==> src/rtl/pt_pkg.sv <==
package pt_pkg;

  // fixed field widths
  localparam int unsigned NODE_W     = 10;
  localparam int unsigned RAD_W      = 9;
  localparam int unsigned SAT_W      = 11;
  localparam int unsigned DIMS_W     = 3;
  localparam int unsigned CFG_W      = 6;
  localparam int unsigned CFG_ADDR_W = 3;

  // quotient bits resolved per division stage
  localparam int unsigned DIV_SPLIT = NODE_W / 2;

  // saturation value: first count that no longer fits a node index
  localparam logic [SAT_W-1:0] SAT_LIMIT = 11'd1024;

  typedef enum logic [2:0] {
    MODE_BITCOMP   = 3'd0,
    MODE_TRANSPOSE = 3'd1,
    MODE_BITREV    = 3'd2,
    MODE_SHUFFLE   = 3'd3,
    MODE_TORNADO   = 3'd4,
    MODE_NEIGHBOR  = 3'd5
  } pt_mode_e;

  typedef enum logic [CFG_ADDR_W-1:0] {
    REG_PATTERN_MODE = 3'd0,
    REG_NODE_BITS    = 3'd1,
    REG_PER_DIM_RAD  = 3'd2,
    REG_DIMS         = 3'd3,
    REG_RADIX_MULT   = 3'd4
  } pt_reg_e;

  // digit-mode settings seen by every cell
  typedef struct packed {
    logic [RAD_W-1:0]  rad;
    logic [RAD_W-1:0]  add;
    logic [DIMS_W-1:0] dims;
  } pt_cfg_t;

  // word travelling down the cell chain
  typedef struct packed {
    logic              valid;
    logic              digit;
    logic              bad;
    logic [NODE_W-1:0] src;
    logic [NODE_W-1:0] q;
    logic [RAD_W-1:0]  r;
    logic [SAT_W-1:0]  off;
    logic [SAT_W-1:0]  res;
    logic [NODE_W-1:0] dest;
  } pt_item_t;

endpackage

==> src/rtl/pt_div_stage.sv <==
module pt_div_stage #(
  parameter int unsigned STEPS     = 5,
  parameter bit          CLEAR_REM = 1'b0
) (
  input  logic             clk_i,
  input  logic             rst_ni,
  input  pt_pkg::pt_cfg_t  cfg_i,
  input  pt_pkg::pt_item_t item_i,
  output pt_pkg::pt_item_t item_o
);
  import pt_pkg::*;

  pt_item_t item_d, item_q;

  // restoring division steps on the {r, q} pair, one quotient bit each
  always_comb begin
    logic [RAD_W:0]    t;
    logic [NODE_W-1:0] q;
    logic [RAD_W-1:0]  r;
    item_d = item_i;
    q = item_i.q;
    r = CLEAR_REM ? '0 : item_i.r;
    t = '0;
    for (int k = 0; k < STEPS; k++) begin
      t = {r, q[NODE_W-1]};
      q = {q[NODE_W-2:0], 1'b0};
      if (t >= {1'b0, cfg_i.rad}) begin
        r    = RAD_W'(t - {1'b0, cfg_i.rad});
        q[0] = 1'b1;
      end else begin
        r = t[RAD_W-1:0];
      end
    end
    item_d.q = q;
    item_d.r = r;
  end

  // stage register
  always_ff @(posedge clk_i or negedge rst_ni) begin
    if (!rst_ni) begin
      item_q <= '0;
    end else begin
      item_q <= item_d;
    end
  end

  assign item_o = item_q;

endmodule

==> src/rtl/pt_digit_cell.sv <==
module pt_digit_cell #(
  parameter int unsigned IDX = 0
) (
  input  logic             clk_i,
  input  logic             rst_ni,
  input  pt_pkg::pt_cfg_t  cfg_i,
  input  pt_pkg::pt_item_t item_i,
  output pt_pkg::pt_item_t item_o
);
  import pt_pkg::*;

  localparam int unsigned PROD_W = SAT_W + RAD_W;
  localparam logic [DIMS_W-1:0] IDX_L = DIMS_W'(IDX);

  pt_item_t a_item, b_item;
  pt_item_t acc_d, acc_q;

  // upper quotient bits, remainder starts from zero for this digit
  pt_div_stage #(
    .STEPS     (DIV_SPLIT),
    .CLEAR_REM (1'b1)
  ) u_div_hi (
    .clk_i  (clk_i),
    .rst_ni (rst_ni),
    .cfg_i  (cfg_i),
    .item_i (item_i),
    .item_o (a_item)
  );

  // lower quotient bits, remainder is the digit afterwards
  pt_div_stage #(
    .STEPS     (NODE_W - DIV_SPLIT),
    .CLEAR_REM (1'b0)
  ) u_div_lo (
    .clk_i  (clk_i),
    .rst_ni (rst_ni),
    .cfg_i  (cfg_i),
    .item_i (a_item),
    .item_o (b_item)
  );

  // shift the digit, weight it and fold it into the destination
  always_comb begin
    logic [RAD_W:0]    sum;
    logic [RAD_W-1:0]  nd;
    logic [PROD_W-1:0] p_res;
    logic [PROD_W-1:0] p_off;
    logic [PROD_W:0]   res_sum;
    logic              active;
    acc_d   = b_item;
    active  = b_item.digit && (cfg_i.dims > IDX_L);
    sum     = {1'b0, b_item.r} + {1'b0, cfg_i.add};
    nd      = (sum >= {1'b0, cfg_i.rad}) ? RAD_W'(sum - {1'b0, cfg_i.rad}) : sum[RAD_W-1:0];
    p_res   = PROD_W'(b_item.off) * PROD_W'(nd);
    p_off   = PROD_W'(b_item.off) * PROD_W'(cfg_i.rad);
    res_sum = {1'b0, p_res} + (PROD_W+1)'(b_item.res);
    if (active) begin
      acc_d.res = (res_sum >= (PROD_W+1)'(SAT_LIMIT)) ? SAT_LIMIT : res_sum[SAT_W-1:0];
      acc_d.off = (p_off >= PROD_W'(SAT_LIMIT)) ? SAT_LIMIT : p_off[SAT_W-1:0];
    end
  end

  // accumulate stage register
  always_ff @(posedge clk_i or negedge rst_ni) begin
    if (!rst_ni) begin
      acc_q <= '0;
    end else begin
      acc_q <= acc_d;
    end
  end

  assign item_o = acc_q;

endmodule

==> src/rtl/permutation_traffic_destination.sv <==
// Destination of one source node under a synthetic permutation pattern.
// One word is taken per clock with no gaps: start_i is accepted whenever
// it is high, and busy_o stays low. Each result shows on done_o for one
// cycle, in order; the receiver must take it then. Each result passes
// through the input register, the chain of MAX_DIMS digit cells, three
// register stages each (two halves of the division by the radix and one
// accumulate stage), and the output register. Configuration writes take
// effect at once and belong to times when no word is in flight.
module permutation_traffic_destination #(
  parameter int unsigned MAX_NODE_BITS = 10,
  parameter int unsigned MAX_DIMS      = 4
) (
  input  logic                            clk_i,
  input  logic                            rst_ni,
  input  logic                            cfg_we_i,
  input  logic [pt_pkg::CFG_ADDR_W-1:0]   cfg_addr_i,
  input  logic [pt_pkg::CFG_W-1:0]        cfg_wdata_i,
  input  logic                            start_i,
  input  logic [pt_pkg::NODE_W-1:0]       source_node_i,
  output logic                            busy_o,
  output logic                            done_o,
  output logic [pt_pkg::NODE_W-1:0]       dest_node_o,
  output logic                            bad_request_o
);
  import pt_pkg::*;

  localparam int unsigned CW = (MAX_NODE_BITS > NODE_W) ? MAX_NODE_BITS : NODE_W;

  logic [2:0]        mode_q;
  logic [3:0]        nb_q;
  logic [5:0]        pdr_q;
  logic [DIMS_W-1:0] dims_q;
  logic [2:0]        mult_q;

  pt_cfg_t           cfg;
  logic [RAD_W-1:0]  rad;
  logic [RAD_W:0]    rad_p1;

  pt_item_t          item0_d, item0_q;
  pt_item_t          chain [MAX_DIMS+1];

  logic              done_q, done_d;
  logic              bad_q, bad_d;
  logic [NODE_W-1:0] dest_q, dest_d;

  // configuration registers
  always_ff @(posedge clk_i or negedge rst_ni) begin
    if (!rst_ni) begin
      mode_q <= MODE_BITCOMP;
      nb_q   <= 4'd6;
      pdr_q  <= 6'd4;
      dims_q <= 3'd2;
      mult_q <= 3'd1;
    end else if (cfg_we_i) begin
      case (cfg_addr_i)
        REG_PATTERN_MODE: mode_q <= cfg_wdata_i[2:0];
        REG_NODE_BITS:    nb_q   <= cfg_wdata_i[3:0];
        REG_PER_DIM_RAD:  pdr_q  <= cfg_wdata_i[5:0];
        REG_DIMS:         dims_q <= cfg_wdata_i[DIMS_W-1:0];
        REG_RADIX_MULT:   mult_q <= cfg_wdata_i[2:0];
        default: ;
      endcase
    end
  end

  // digit radix and per-digit offset
  assign rad    = RAD_W'(mult_q) * RAD_W'(pdr_q);
  assign rad_p1 = {1'b0, rad} + (RAD_W+1)'(1);
  assign cfg.rad  = rad;
  assign cfg.add  = (mode_q == MODE_TORNADO) ? RAD_W'(rad_p1[RAD_W:1] - RAD_W'(1))
                                             : RAD_W'(1);
  assign cfg.dims = dims_q;

  // bit permutations and the checks known at entry
  always_comb begin
    logic [CW-1:0] s_ext;
    logic [CW-1:0] mask;
    logic [CW-1:0] lo;
    logic [CW-1:0] rev;
    logic [CW-1:0] s_top;
    logic [CW-1:0] r_bits;
    logic [CW:0]   one_sh;
    logic [CW:0]   lo_sh;
    logic [2:0]    h;
    logic [4:0]    rsh;
    logic [3:0]    nb_m1;
    logic          bit_bad;
    logic          digit_bad;
    logic          is_bit;
    logic          is_digit;
    s_ext   = CW'(source_node_i);
    one_sh  = (CW+1)'(1) << nb_q;
    mask    = CW'(one_sh - (CW+1)'(1));
    bit_bad = ({1'b0, nb_q} > 5'(MAX_NODE_BITS)) || (s_ext > mask);
    h       = nb_q[3:1];
    lo_sh   = (CW+1)'(1) << h;
    lo      = CW'(lo_sh - (CW+1)'(1));
    for (int j = 0; j < CW; j++) begin
      rev[j] = s_ext[CW-1-j];
    end
    rsh     = 5'(CW) - {1'b0, nb_q};
    nb_m1   = nb_q - 4'd1;
    s_top   = s_ext >> nb_m1;
    case (mode_q)
      MODE_BITCOMP: begin
        r_bits = ~s_ext & mask;
      end
      MODE_TRANSPOSE: begin
        r_bits  = ((s_ext >> h) & lo) | ((s_ext << h) & (lo << h));
        bit_bad = bit_bad || nb_q[0];
      end
      MODE_BITREV: begin
        r_bits = rev >> rsh;
      end
      MODE_SHUFFLE: begin
        r_bits = (nb_q == 4'd0) ? '0 : (((s_ext << 1) & mask) | CW'(s_top[0]));
      end
      default: begin
        r_bits = '0;
      end
    endcase
    is_bit    = mode_q inside {MODE_BITCOMP, MODE_TRANSPOSE, MODE_BITREV, MODE_SHUFFLE};
    is_digit  = mode_q inside {MODE_TORNADO, MODE_NEIGHBOR};
    digit_bad = (rad == '0) || ({1'b0, dims_q} > (DIMS_W+1)'(MAX_DIMS));

    item0_d.valid = start_i && !busy_o;
    item0_d.digit = is_digit;
    item0_d.bad   = is_bit ? bit_bad : (is_digit ? digit_bad : 1'b1);
    item0_d.src   = source_node_i;
    item0_d.q     = source_node_i;
    item0_d.r     = '0;
    item0_d.off   = SAT_W'(1);
    item0_d.res   = '0;
    item0_d.dest  = r_bits[NODE_W-1:0];
  end

  // input register
  always_ff @(posedge clk_i or negedge rst_ni) begin
    if (!rst_ni) begin
      item0_q <= '0;
    end else begin
      item0_q <= item0_d;
    end
  end

  assign chain[0] = item0_q;

  // one cell per digit, least significant first
  for (genvar g = 0; g < MAX_DIMS; g++) begin : g_cell
    pt_digit_cell #(
      .IDX (g)
    ) u_cell (
      .clk_i  (clk_i),
      .rst_ni (rst_ni),
      .cfg_i  (cfg),
      .item_i (chain[g]),
      .item_o (chain[g+1])
    );
  end

  // node count and range checks on the finished digit word
  always_comb begin
    pt_item_t last;
    logic     dig_bad;
    last    = chain[MAX_DIMS];
    dig_bad = last.digit && ((SAT_W'(last.src) >= last.off) || (last.res >= SAT_LIMIT));
    done_d  = last.valid;
    bad_d   = last.bad || dig_bad;
    if (bad_d) begin
      dest_d = '0;
    end else if (last.digit) begin
      dest_d = last.res[NODE_W-1:0];
    end else begin
      dest_d = last.dest;
    end
  end

  // output register
  always_ff @(posedge clk_i or negedge rst_ni) begin
    if (!rst_ni) begin
      done_q <= 1'b0;
      bad_q  <= 1'b0;
      dest_q <= '0;
    end else begin
      done_q <= done_d;
      bad_q  <= bad_d;
      dest_q <= dest_d;
    end
  end

  assign busy_o        = 1'b0;
  assign done_o        = done_q;
  assign bad_request_o = bad_q;
  assign dest_node_o   = dest_q;

endmodule

==> config.mk <==
export PLATFORM = sky130hd
export DESIGN_NAME = permutation_traffic_destination
export DESIGN_NICKNAME = d
export VERILOG_FILES = /design/src/rtl/pt_pkg.sv /design/src/rtl/pt_div_stage.sv /design/src/rtl/pt_digit_cell.sv /design/src/rtl/permutation_traffic_destination.sv
export SDC_FILE = /design/constraint.sdc
export NUM_CORES = 2
export LEC_CHECK = 0
export ABC_AREA = 1
export BUFFER_PORTS_ARGS = -buffer_cell sky130_fd_sc_hd__buf_4
export CORE_ASPECT_RATIO = 0.8
export CORE_UTILIZATION = 55
export CTS_BUF_LIST = sky130_fd_sc_hd__clkbuf_16
export DETAILED_ROUTE_END_ITERATION = 8
export PLACE_DENSITY_LB_ADDON = 0.12
export SLEW_MARGIN = 20
export SYNTH_ARGS = -nofsm -noshare
export SYNTH_HDL_FRONTEND = slang
export SYNTH_SLANG_ARGS = --single-unit
export TNS_END_PERCENT = 10
==> constraint.sdc <==
create_clock -name clk_i -period 22 [get_ports clk_i]
set_clock_uncertainty 0.15 [all_clocks]
set_input_delay 2.2 -clock clk_i [delete_from_list [all_inputs] [get_ports clk_i]]
set_output_delay 2.2 -clock clk_i [all_outputs]
set_load 0.05 [all_outputs]
Yosys cells after proc, flatten, opt, wreduce, memory -nomap -nowiden. Cells that the tools add are included.

Bits in registers: 725. Bits in latches: 0. Memory bits (writable): 0. Bits in read-only memories: 0. Input bits: 23. Output and inout bits: 13. Word-level logic and storage cells: 384. Memories kept: 0.

$add $sub $neg: 57. Multipliers: 9. Div/mod/pow operators: 0. Magnitude comparators: 61. Equality and inequality tests: 9. Shifts and indexed selects: 7. Muxes and demuxes: 99. Bitwise gates (word level): 7. Reductions and logical operators: 21.

Operators by type and width (number): 9-bit 2-to-1 mux (45); 10-bit by 9-bit greater-or-equal comparator with 1-bit output (40); 9-bit subtractor (40); 11-bit by 9-bit multiplier with 20-bit output (6); 20-bit by 11-bit greater-or-equal comparator with 1-bit output, second input constant (5); 11-bit 2-to-1 mux (8); 22-bit 2-to-1 mux (4); 20-bit by 11-bit adder with 21-bit output (3); 21-bit by 11-bit greater-or-equal comparator with 1-bit output, second input constant (3); 9-bit by 9-bit adder with 10-bit output (4); 10-bit bitwise AND (4); 10-bit case mux with 4 select lines (1); 1-bit 2-to-1 mux (38); 1-bit by 9-bit greater-or-equal comparator with 1-bit output (4); 1-bit by 9-bit subtractor with 9-bit output (4); 10-bit 2-to-1 mux (3); 1-bit by 9-bit multiplier with 10-bit output (2); 10-bit by 3-bit << shifter with 10-bit output (2); 10-bit by 1-bit subtractor with 10-bit output, second input constant (2); 3-bit by 2-bit == test with 1-bit output, second input constant (4); 10-bit by 11-bit greater-or-equal comparator with 1-bit output (1); 11-bit greater-or-equal comparator, second input constant (1); 9-bit by 1-bit adder with 10-bit output, second input constant (1); 10-bit greater-than comparator (1); other kinds (26) (44).

Longest topological paths before layout.
Depth after elaboration: 12. Gate-level depth with buffers: 75. Depth with buffers taken out: 69.

Cells and area by module. From an unflattened synthesis, not the netlist that was laid out.

Cell total of the unflattened synthesis: 9839. Area, all modules: 79264.8 µm².

By module, submodules not included: pt_digit_cell at g_cell[1].u_cell (instances 1, cells an instance 1343, area an instance 10418.7 µm², seq. area each 1601.5 µm²); pt_digit_cell at g_cell[3].u_cell (instances 1, cells an instance 1300, area an instance 10227.3 µm², seq. area each 1601.5 µm²); pt_digit_cell at g_cell[2].u_cell (instances 1, cells an instance 1320, area an instance 10223.6 µm², seq. area each 1601.5 µm²); pt_digit_cell at g_cell[0].u_cell (instances 1, cells an instance 1307, area an instance 10153.5 µm², seq. area each 1601.5 µm²); pt_div_stage at g_cell[1].u_cell.u_div_lo ... (instances 2, cells an instance 519, area an instance 4361.7 µm², seq. area each 1601.5 µm²); pt_div_stage at g_cell[2].u_cell.u_div_hi ... (instances 2, cells an instance 437, area an instance 3925.0 µm², seq. area each 1601.5 µm²); permutation_traffic_destination (instances 1, cells an instance 705, area an instance 4982.3 µm², seq. area each 1382.6 µm²); pt_div_stage at g_cell[0].u_cell.u_div_lo (instances 1, cells an instance 521, area an instance 4396.7 µm², seq. area each 1601.5 µm²); pt_div_stage at g_cell[3].u_cell.u_div_lo (instances 1, cells an instance 517, area an instance 4330.4 µm², seq. area each 1601.5 µm²); pt_div_stage at g_cell[0].u_cell.u_div_hi (instances 1, cells an instance 471, area an instance 4070.2 µm², seq. area each 1601.5 µm²); pt_div_stage at g_cell[1].u_cell.u_div_hi (instances 1, cells an instance 443, area an instance 3888.7 µm², seq. area each 1601.5 µm²).

Worst setup path before layout. No wires, ideal clock.

Kind: register to register. Start: reg mult_q[0]. End: reg g_cell[2].u_cell.u_div_lo.item_q (netlist bit g_cell[2].u_cell.u_div_lo.item_o[33]). Library setup time: 0.117 ns. Arrival time: 11.701 ns. Required time: 21.733 ns. Path slack: 10.032 ns. Stages on the path, launching flop included: 72. Buffers on the path: 6. Clock period less this slack: 11.968 ns. Cells stage by stage: dfstp_2 -> buf_2 -> nand2_1 -> inv_1 -> fa_1 -> ha_1 -> fa_1 -> nand2_1 -> nand2_2 -> nand3_4 -> nand2_1 -> nand2_1 -> nand2_2 -> inv_1 -> clkbuf_1 -> ha_1 -> nand3_1 -> nor3_1 -> [36 not listed] -> inv_1 -> nand3_2 -> inv_2 -> clkbuf_1 -> o21ai_0 -> fa_1 -> nand3_1 -> nand2_1 -> a21oi_1 -> o21bai_1 -> nand2_1 -> nand2_1 -> nand2_1 -> nand3_1 -> nand2_4 -> nand2_4 -> nand2_1 -> nand2_1.

RTL lines: start, declared (RTL line permutation_traffic_destination.sv:33) `logic [2:0] mult_q;`; start signal, assigned (RTL line permutation_traffic_destination.sv:60) `REG_RADIX_MULT: mult_q <= cfg_wdata_i[2:0];`; end signal, assigned (RTL line pt_div_stage.sv:43) `item_q <= item_d;`; end, declared (RTL line pt_div_stage.sv:13) `pt_item_t item_d, item_q;`.

==> impl_metrics.csv <==
group,metric,value,unit
critical_path,reg2reg_depth,46,
yosys,postSynthCellCount,7245,
drt,initialDrtViolationCount,4088,
critical_path,critPathArrivalTime,13.47,ns
sta,worstMarginPinSlew,1.01,ns
cts,clockBufferDepth,3,
cts,clkSinkCount,703,
critical_path,crit_fanout,33,
cts,root_buffer,"clkbuf_16",
place,place_congestion,0.944,
global_route,grt_max_degree,110,
yosys,synth-seq-cells,703,
place,io_buffer_count,34,
cts,postCtsSetupBuffers,0,
layout,area_delta_synth_final,7.11,%
yosys,synth_flop_cell,"dfrtp_1",
drt,antenna_left,0,
sta,finalSetupViolations,0,
floorplan,start_util,55.5,%
sta,drv_slew,0,
sta,setup_slack,8.95,ns
drt,wl_per_cell,17.9,um
floorplan,core,0.111,mm^2
sta,rsz0062_at_grt,"no",
layout,layout.nets,8450,
global_route,antenna_found_initial,3,
global_route,grt_usage,28.8,%
yosys,yosysTopAreaCell,"dfrtp_1",
cts,clk_pin_slew,0.06,ns
yosys,synth_cell_types,78,
sta,min_period,13.05,ns
critical_path,rr_startpoint,"mult_q[0]$_DFFE_PN1P_",
sta,hold_violations,0,
drt,wirelength,158000,um
yosys,ys_warn_count,0,
drt,num_vias,48900,
critical_path,critPathMaxStageDelay,0.82,ns
hold_path,hold_path_class,"reg2reg",
critical_path,path_class,"reg2reg",
cts,cts_tree,"done",
layout,fill_cells,9759,
yosys,synth_top_area_share,28.5,%
sta,fin_setup_tns,0,ns
flow_run,drv_cap,0,
cts,cts_resized,0,
global_route,grt-ovfl-total,0,
sta,slew_headroom,32.7,%
cts,ctsHoldBuffers,0,
critical_path,cp.required,22.42,ns
critical_path,end_kind,"flop",
sta,fmax,0.0766,GHz
critical_path,crit_start,"mult_q[0]$_DFFE_PN1P_",
cts,cts_buffers,74,
floorplan,dieArea,0.113,mm^2
global_route,grt_pass1_vias,47900,
sta,fin_crit_sh,59.3,%
yosys,syn-cell-area,0.0614,mm^2
critical_path,crit_path_top_delay_cell,"a21oi_1",
critical_path,rr_endpoint,"g_cell[2].u_cell.item_o[17]$_DFF_PN0_",
layout,fin_util,59.5,%
critical_path,rrSetupSlack,8.95,ns
yosys,syn-mean-instance-area,8.47,um^2
yosys,synthArstFlopShare,100,%
critical_path,endpoint,"g_cell[2].u_cell.item_o[17]$_DFF_PN0_",
drt,drt_pass1_iterations,6,
floorplan,rows,109,
layout,drive_above_1_share,6.10,%
critical_path,setup.worst_path.start_class,"flop",
yosys,synth-seq-area-share,28.7,%
floorplan,die_x,376,um
floorplan,die_y,301,um
yosys,synth_edf_count,0,
floorplan,ios,36,
drt,drc,0,
place,dp_hpwl,121000,um
cts,cts_max_level,3,
cts,clock_latency,0.69,ns
status,status,"finished, final reports clean",
global_route,grt_pass1_wl,257000,um
drt,via_per_inst,5.54,
yosys,synthTopCellsByArea,"dfrtp_1, ha_1, fa_1",
place,place_ws,9.24,ns
yosys,syn-num-nets,8425,
layout,antenna_cells,0,
[through the flow]
| step | std cells | instance area (um^2) | hold slack [ns] |
|---|---|---|---|
| 3_5_place_dp | 8691 | 63300 | 0.185 |
| 6_report | 8825 | 65800 | 0.186 |
| 3_3_place_gp | 8691 | 63300 | 0.181 |
| 4_1_cts | 8824 | 65700 | 0.178 |
| 2_1_floorplan | 7245 | 61400 | 0.181 |
| 5_1_grt | 8825 | 65800 | 0.193 |
[sequential cells by signal (all words and copies together), names as in the netlist]
name / flops
mult_q: 3
done_o: 1
pdr_q: 6
bad_request_o: 1
dims_q: 3
nb_q: 4
g_cell.u_cell.item_o: 206
dest_node_o: 10
chain: 24
g_cell.u_cell.u_div_hi.item_o: 221
g_cell.u_cell.u_div_lo.item_o: 221
mode_q: 3
[worst min path at each step]
stage                                                    from                                             end  slack [ns]  cells after the start
2_1_floorplan           g_cell[3].u_cell.item_o[63]$_DFF_PN0_                                done_o$_DFF_PN0_        0.18                      0
3_3_place_gp    g_cell[0].u_cell.u_div_hi.item_o[4]$_DFF_PN0_   g_cell[0].u_cell.u_div_lo.item_o[4]$_DFF_PN0_        0.18                      0
3_5_place_dp   g_cell[0].u_cell.u_div_lo.item_o[41]$_DFF_PN0_           g_cell[0].u_cell.item_o[41]$_DFF_PN0_        0.18                      0
4_1_cts        g_cell[2].u_cell.u_div_hi.item_o[11]$_DFF_PN0_  g_cell[2].u_cell.u_div_lo.item_o[11]$_DFF_PN0_        0.18                      0
5_1_grt                                  chain[265]$_DFF_PN0_   g_cell[0].u_cell.u_div_hi.item_o[9]$_DFF_PN0_        0.19                      0
6_report       g_cell[2].u_cell.u_div_hi.item_o[16]$_DFF_PN0_  g_cell[2].u_cell.u_div_lo.item_o[16]$_DFF_PN0_        0.19                      0
[final cells by class]
| class | instances | area (um^2) | area share [%] |
|---|---|---|---|
| clock inverter | 59 | 568 | 0.864 |
| timing repair buffer | 78 | 617 | 0.938 |
| tap | 1498 | 1870 | 2.85 |
| sequential | 703 | 17600 | 26.8 |
| clock buffer | 74 | 1850 | 2.82 |
| inverter | 1104 | 4160 | 6.32 |
| multi-input combinational | 5309 | 39100 | 59.4 |
[layout by cell type (no fill, tap or decap), types with 12 or more instances in the layout]
master / instances
nor2_1: 545
buf_4: 75
nand2_4: 18
a21oi_1: 396
nor3_1: 62
dfrtp_1: 698
o21ai_1: 13
a31oi_1: 34
clkinv_2: 12
o21ai_0: 411
o211ai_1: 28
xor2_1: 256
nor2_2: 18
nand2_2: 65
nand4_1: 133
inv_2: 36
a21o_1: 22
clkinv_1: 25
nand3_2: 42
inv_1: 1058
fa_1: 426
nand3_1: 367
nand2_1: 1394
xnor2_1: 98
clkbuf_16: 74
o21bai_1: 46
ha_1: 729
nand3b_1: 20
[Yosys cell counts, drive strengths merged (22+ instances only)]
master	count
nand3b	25
nor3	64
o21ai	426
fa	427
xnor2	99
nand3	418
o21bai	47
a31oi	35
inv	1090
a21oi	400
nand4	143
xor2	257
dfrtp	698
nand2	1478
o211ai	29
buf	32
a21o	22
clkbuf	97
nor2	573
ha	730
[cell families after synthesis]
kind of cell	Yosys count	synth area share (%)
other cells	2	0.0122
compound gates	1041	9.43
flops	703	28.7
fa+ha+maj	1157	28.8
simple gates	2740	20.1
mux	13	0.216
buf+inv	1233	7.71
xor+xnor	356	5.10
[per-layer routing]
metal | GRT usage, % | share of wire (%) | up-vias
met1 | 42.2 | 47 | 23500
li1 | - | - | 23600
met4 | 8.43 | 2.9 | 4
met2 | 44.2 | 44 | 1504
met3 | 4.22 | 6.5 | 282
met5 | 0 | 0.019 | -
[worst max-delay path, delay by kind of cell, from the launching register on]
kind	cells	cell delay, ns
adders and majority gates	11	4.63
AOI/OAI and AO/OA	10	2.66
DFF	1	0.62
xor gates and xnor gates	1	0.30
buffers and inverters	7	1.48
and+or+nand+nor	17	3.04
Power is not shown: default switching activity piles up to over one toggle a cycle in this logic, so the estimate is an artifact.
